**src/hw/rtl/range_and_longest_prefix_search_macros.svh**
```systemverilog
// Assertion macros used by the range-AND search RTL.
`ifndef RANGE_AND_LONGEST_PREFIX_SEARCH_MACROS_SVH
`define RANGE_AND_LONGEST_PREFIX_SEARCH_MACROS_SVH

// same-cycle implication, checked outside reset
`define RALPS_ASSERT_NOW(label, clk, rst_n, ante, cons, msg) \
    label: assert property (@(posedge clk) disable iff (!rst_n) (ante) |-> (cons)) \
        else $error(msg);

// next-cycle implication, checked outside reset
`define RALPS_ASSERT_NEXT(label, clk, rst_n, ante, cons, msg) \
    label: assert property (@(posedge clk) disable iff (!rst_n) (ante) |=> (cons)) \
        else $error(msg);

`endif

```
**src/hw/rtl/ralps_ram.sv**
```systemverilog
// Generic simple dual-port RAM: one write port, one registered read port.
module ralps_ram #(
    parameter int WIDTH = 32,
    parameter int DEPTH = 64
) (
    input  logic                     i_clk,
    input  logic                     i_wr_en,
    input  logic [$clog2(DEPTH)-1:0] i_wr_addr,
    input  logic [WIDTH-1:0]         i_wr_data,
    input  logic [$clog2(DEPTH)-1:0] i_rd_addr,
    output logic [WIDTH-1:0]         o_rd_data
);

    logic [WIDTH-1:0] r_mem [DEPTH];
    logic [WIDTH-1:0] r_rd_data;

    always_ff @(posedge i_clk) begin
        if (i_wr_en) begin
            r_mem[i_wr_addr] <= i_wr_data;
        end
        r_rd_data <= r_mem[i_rd_addr];
    end

    assign o_rd_data = r_rd_data;

endmodule

```
**config.mk**
```make
export PLATFORM = sky130hd
export DESIGN_NAME = ralps_ram
export DESIGN_NICKNAME = d
export VERILOG_FILES = /design/src/hw/rtl/range_and_longest_prefix_search_macros.svh /design/src/hw/rtl/ralps_ram.sv
export SDC_FILE = /design/constraint.sdc
export NUM_CORES = 2
export LEC_CHECK = 0
export BUFFER_PORTS_ARGS = -buffer_cell sky130_fd_sc_hd__buf_2
export CORE_MARGIN = 2
export CORE_UTILIZATION = 30
export CTS_CLUSTER_DIAMETER = 60
export CTS_CLUSTER_SIZE = 30
export DETAILED_ROUTE_END_ITERATION = 10
export HOLD_SLACK_MARGIN = 0.1
export RECOVER_POWER = 25
export SLEW_MARGIN = 20
export SYNTH_ARGS = -nofsm -noshare
export SYNTH_HDL_FRONTEND = slang
export SYNTH_SLANG_ARGS = --single-unit
```
**constraint.sdc**
```tcl
create_clock -name i_clk -period 3.7 [get_ports i_clk]
set_input_delay 0.37 -clock i_clk [delete_from_list [all_inputs] [get_ports i_clk]]
set_output_delay 0.37 -clock i_clk [all_outputs]
set_load 0.02 [all_outputs]
```
==> results_dict.tcl <==
set metrics [dict create \
    drive_above_1_share 0.303 \
    drc 0 \
    cts_resized 0 \
    dp.cells 6939 \
    yosysSeqAreaShare 0.791 \
    rsz0062_at_grt "no" \
    peakVddDrop_mv 0.407 \
    yosysUniqueCellTypes 34 \
    via_per_inst 5.17 \
    syn_area_per_cell_um2 23.6 \
    slew_viol_final 1130 \
    setup_viol 0 \
    die_area_um2 266000 \
    max_slew_margin -0.986 \
    rows 187 \
    antenna_found_initial 21 \
    die_h_um 516 \
    worst_setup_path_start_kind "input pin" \
    final_core_util 0.346 \
    synth-seq-cells 2080 \
    start_util 0.302 \
    ys.warnings.count 0 \
    dr.pass1.iters 5 \
    crit_top_cell "a21oi_1" \
    place.gp.congestion 0.796 \
    grt_pass1_wl_mm 293 \
    grt_pass1_vias 37200 \
    final_cell_mix "2,048 x edfxtp_1, 544 x mux4_2, 170 x buf_4" \
    violations "capacitance limit, slew limit" \
    clk_pin_slew_ns 0.10 \
    hold_buffers 3 \
    htreeDepth 4 \
    dieWidth_um 516 \
    cts_setup_buffers 0 \
    cts_inserted_buffers 131 \
    hold_class "in -> reg" \
    clockBufferDepth 3 \
    p_per_area_nw_per_um2 500 \
    nFillCells 23800 \
    grt_max_degree 65 \
    tightest_slew_ns 2.98 \
    max-cap-violations 20 \
    io_buffers 77 \
    coreArea_um2 260000 \
    overflow 0 \
    fin_tns_setup_ns 0 \
    cp.arrival_ns 3.34 \
    synthCells 3324 \
    critPathKind "in -> reg" \
    instances_no_fill 7189 \
    clock_sinks 2080 \
    status "complete, but fails checks" \
    grtUsageTotal 0.157 \
    crit_start "i_rd_addr[1]" \
    r2r_start "r_mem[53][18]" \
    critical_path.slowest_cell "a21oi_1" \
    routed_wl_mm 211 \
    synth_nets 3370 \
    fin_skew_ns 0.0432 \
    fmax_mhz 373 \
    hold_viol 0 \
    min_from "i_wr_data[26]" \
    ant_nets 0 \
    drt-initial-drc-count 4677 \
    cpPeakStageDelay_ns 0.65 \
    hpwl_mm 121 \
    wire_per_inst_um 29.3 \
    post-route-period-util 0.724 \
    cp_data_required_time_ns 4.36 \
    cp_cell_sequence "buf_8, buf_12, buf_4, mux4_2, o221ai_1, a21oi_1, a21oi_1, nor2_1" \
    p_leak_nw 27.2 \
    area_delta_synth_final_pct 14.5 \
    cts_tree "done" \
    clock_latency_ns 0.82 \
    final_common_cell "edfxtp_1" \
    period_minus_slack_ns 2.68 \
    critPathMaxFanout 58 \
    final_nets 3627 \
    io_pins 78 \
    end_kind "register" \
    root_buffer "clkbuf_16" \
    num_vias 37200 \
    synthesis.area_um2 78500 \
]
-- Yosys cell counts (all sizes together) --
cell type | n | share of area
nand3 | 5 | 0.00032
nand3b | 5 | 0.00048
and2 | 2 | 0.00016
mux4 | 544 | 0.16
buf | 108 | 0.0077
nor3 | 7 | 0.00045
dfxtp | 32 | 0.0082
o221ai | 27 | 0.0030
mux2i | 93 | 0.012
a31oi | 1 | 0.000080
or3b | 5 | 0.00056
a41o | 4 | 0.00051
o22ai | 84 | 0.0067
nand4b | 1 | 0.00011
o32ai | 4 | 0.00045
and3 | 4 | 0.00032
nand2b | 8 | 0.00064
nor2b | 15 | 0.0012
clkbuf | 74 | 0.0035
nand2 | 26 | 0.0012
or2 | 3 | 0.00024
or3 | 3 | 0.00024
nand4 | 2 | 0.00016
nor2 | 137 | 0.0065
a311oi | 8 | 0.00089
edfxtp | 2048 | 0.78
a21oi | 62 | 0.0040
a22oi | 12 | 0.0011
-- per-layer routing --
layer / wire, µm / track usage
met1: 86700 / 0.215
met2: 103000 / 0.256
met3: 16000 / 0.0263
met4: 5350 / 0.0439
met5: 82 / 0
-- state kept, by name (all words and copies together) (netlist names) --
name,flops
o_rd_data,32
r_mem,2048
-- final cells by class --
type / instances / area (µm²) / area share
Sequential cell: 2080 / 62100 / 0.691
Clock inverter: 87 / 1060 / 0.0118
Tap cell: 3496 / 4370 / 0.0486
Multi-Input combinational cell: 1062 / 16000 / 0.178
Clock buffer: 150 / 3550 / 0.0395
Antenna cell: 8 / 20.0 / 0.000223
Timing Repair Buffer: 306 / 2810 / 0.0313
-- stage by stage --
stage	area (µm²)	worst slack (ns)	power, mW	hold slack (ns)
after floorplan	78500	0.170	28.0	0.469
after global placement	85300	0.231	29.3	0.720
after detailed placement	85300	0.223	29.3	0.743
after CTS	89900	1.12	45.3	0.111
after global routing	89900	1.07	46.3	0.199
final	89900	1.02	45.0	0.216
-- report_power, final --
part / switching [mW] / internal [mW] / total, mW / leakage [nW]
sequential: 0.130 / 26.1 / 26.2 / 18.7
clock: 8.37 / 7.86 / 16.2 / 2.24
combinational: 1.61 / 0.948 / 2.55 / 6.27
-- final timing paths --
| kind | cells after the start | endpoint | slack [ns] |
|---|---|---|---|
| setup / recovery | 8 | o_rd_data[14] | 1.02 |
| hold / removal | 1 | r_mem[42][26] | 0.22 |
| setup reg to reg | 5 | o_rd_data[18] | 1.24 |
| hold reg to reg | 4 | o_rd_data[20] | 0.78 |
-- worst max-delay path, delay by kind of cell --
family                 cells  cell delay, ns
buffers and inverters      3            1.11
multiplexers               1            0.52
AND/OR/NAND/NOR            1            0.15
AO/OA/AOI/OAI              3            0.99
-- cell families after synthesis --
family | after synthesis | share of synthesized area
buffers and inverters | 182 | 0.0113
muxes | 637 | 0.168
and+or+nand+nor | 223 | 0.0127
DFF | 2080 | 0.791
AOI/OAI and AO/OA | 202 | 0.0167
Note: power is estimated with default switching activity, not from simulation.
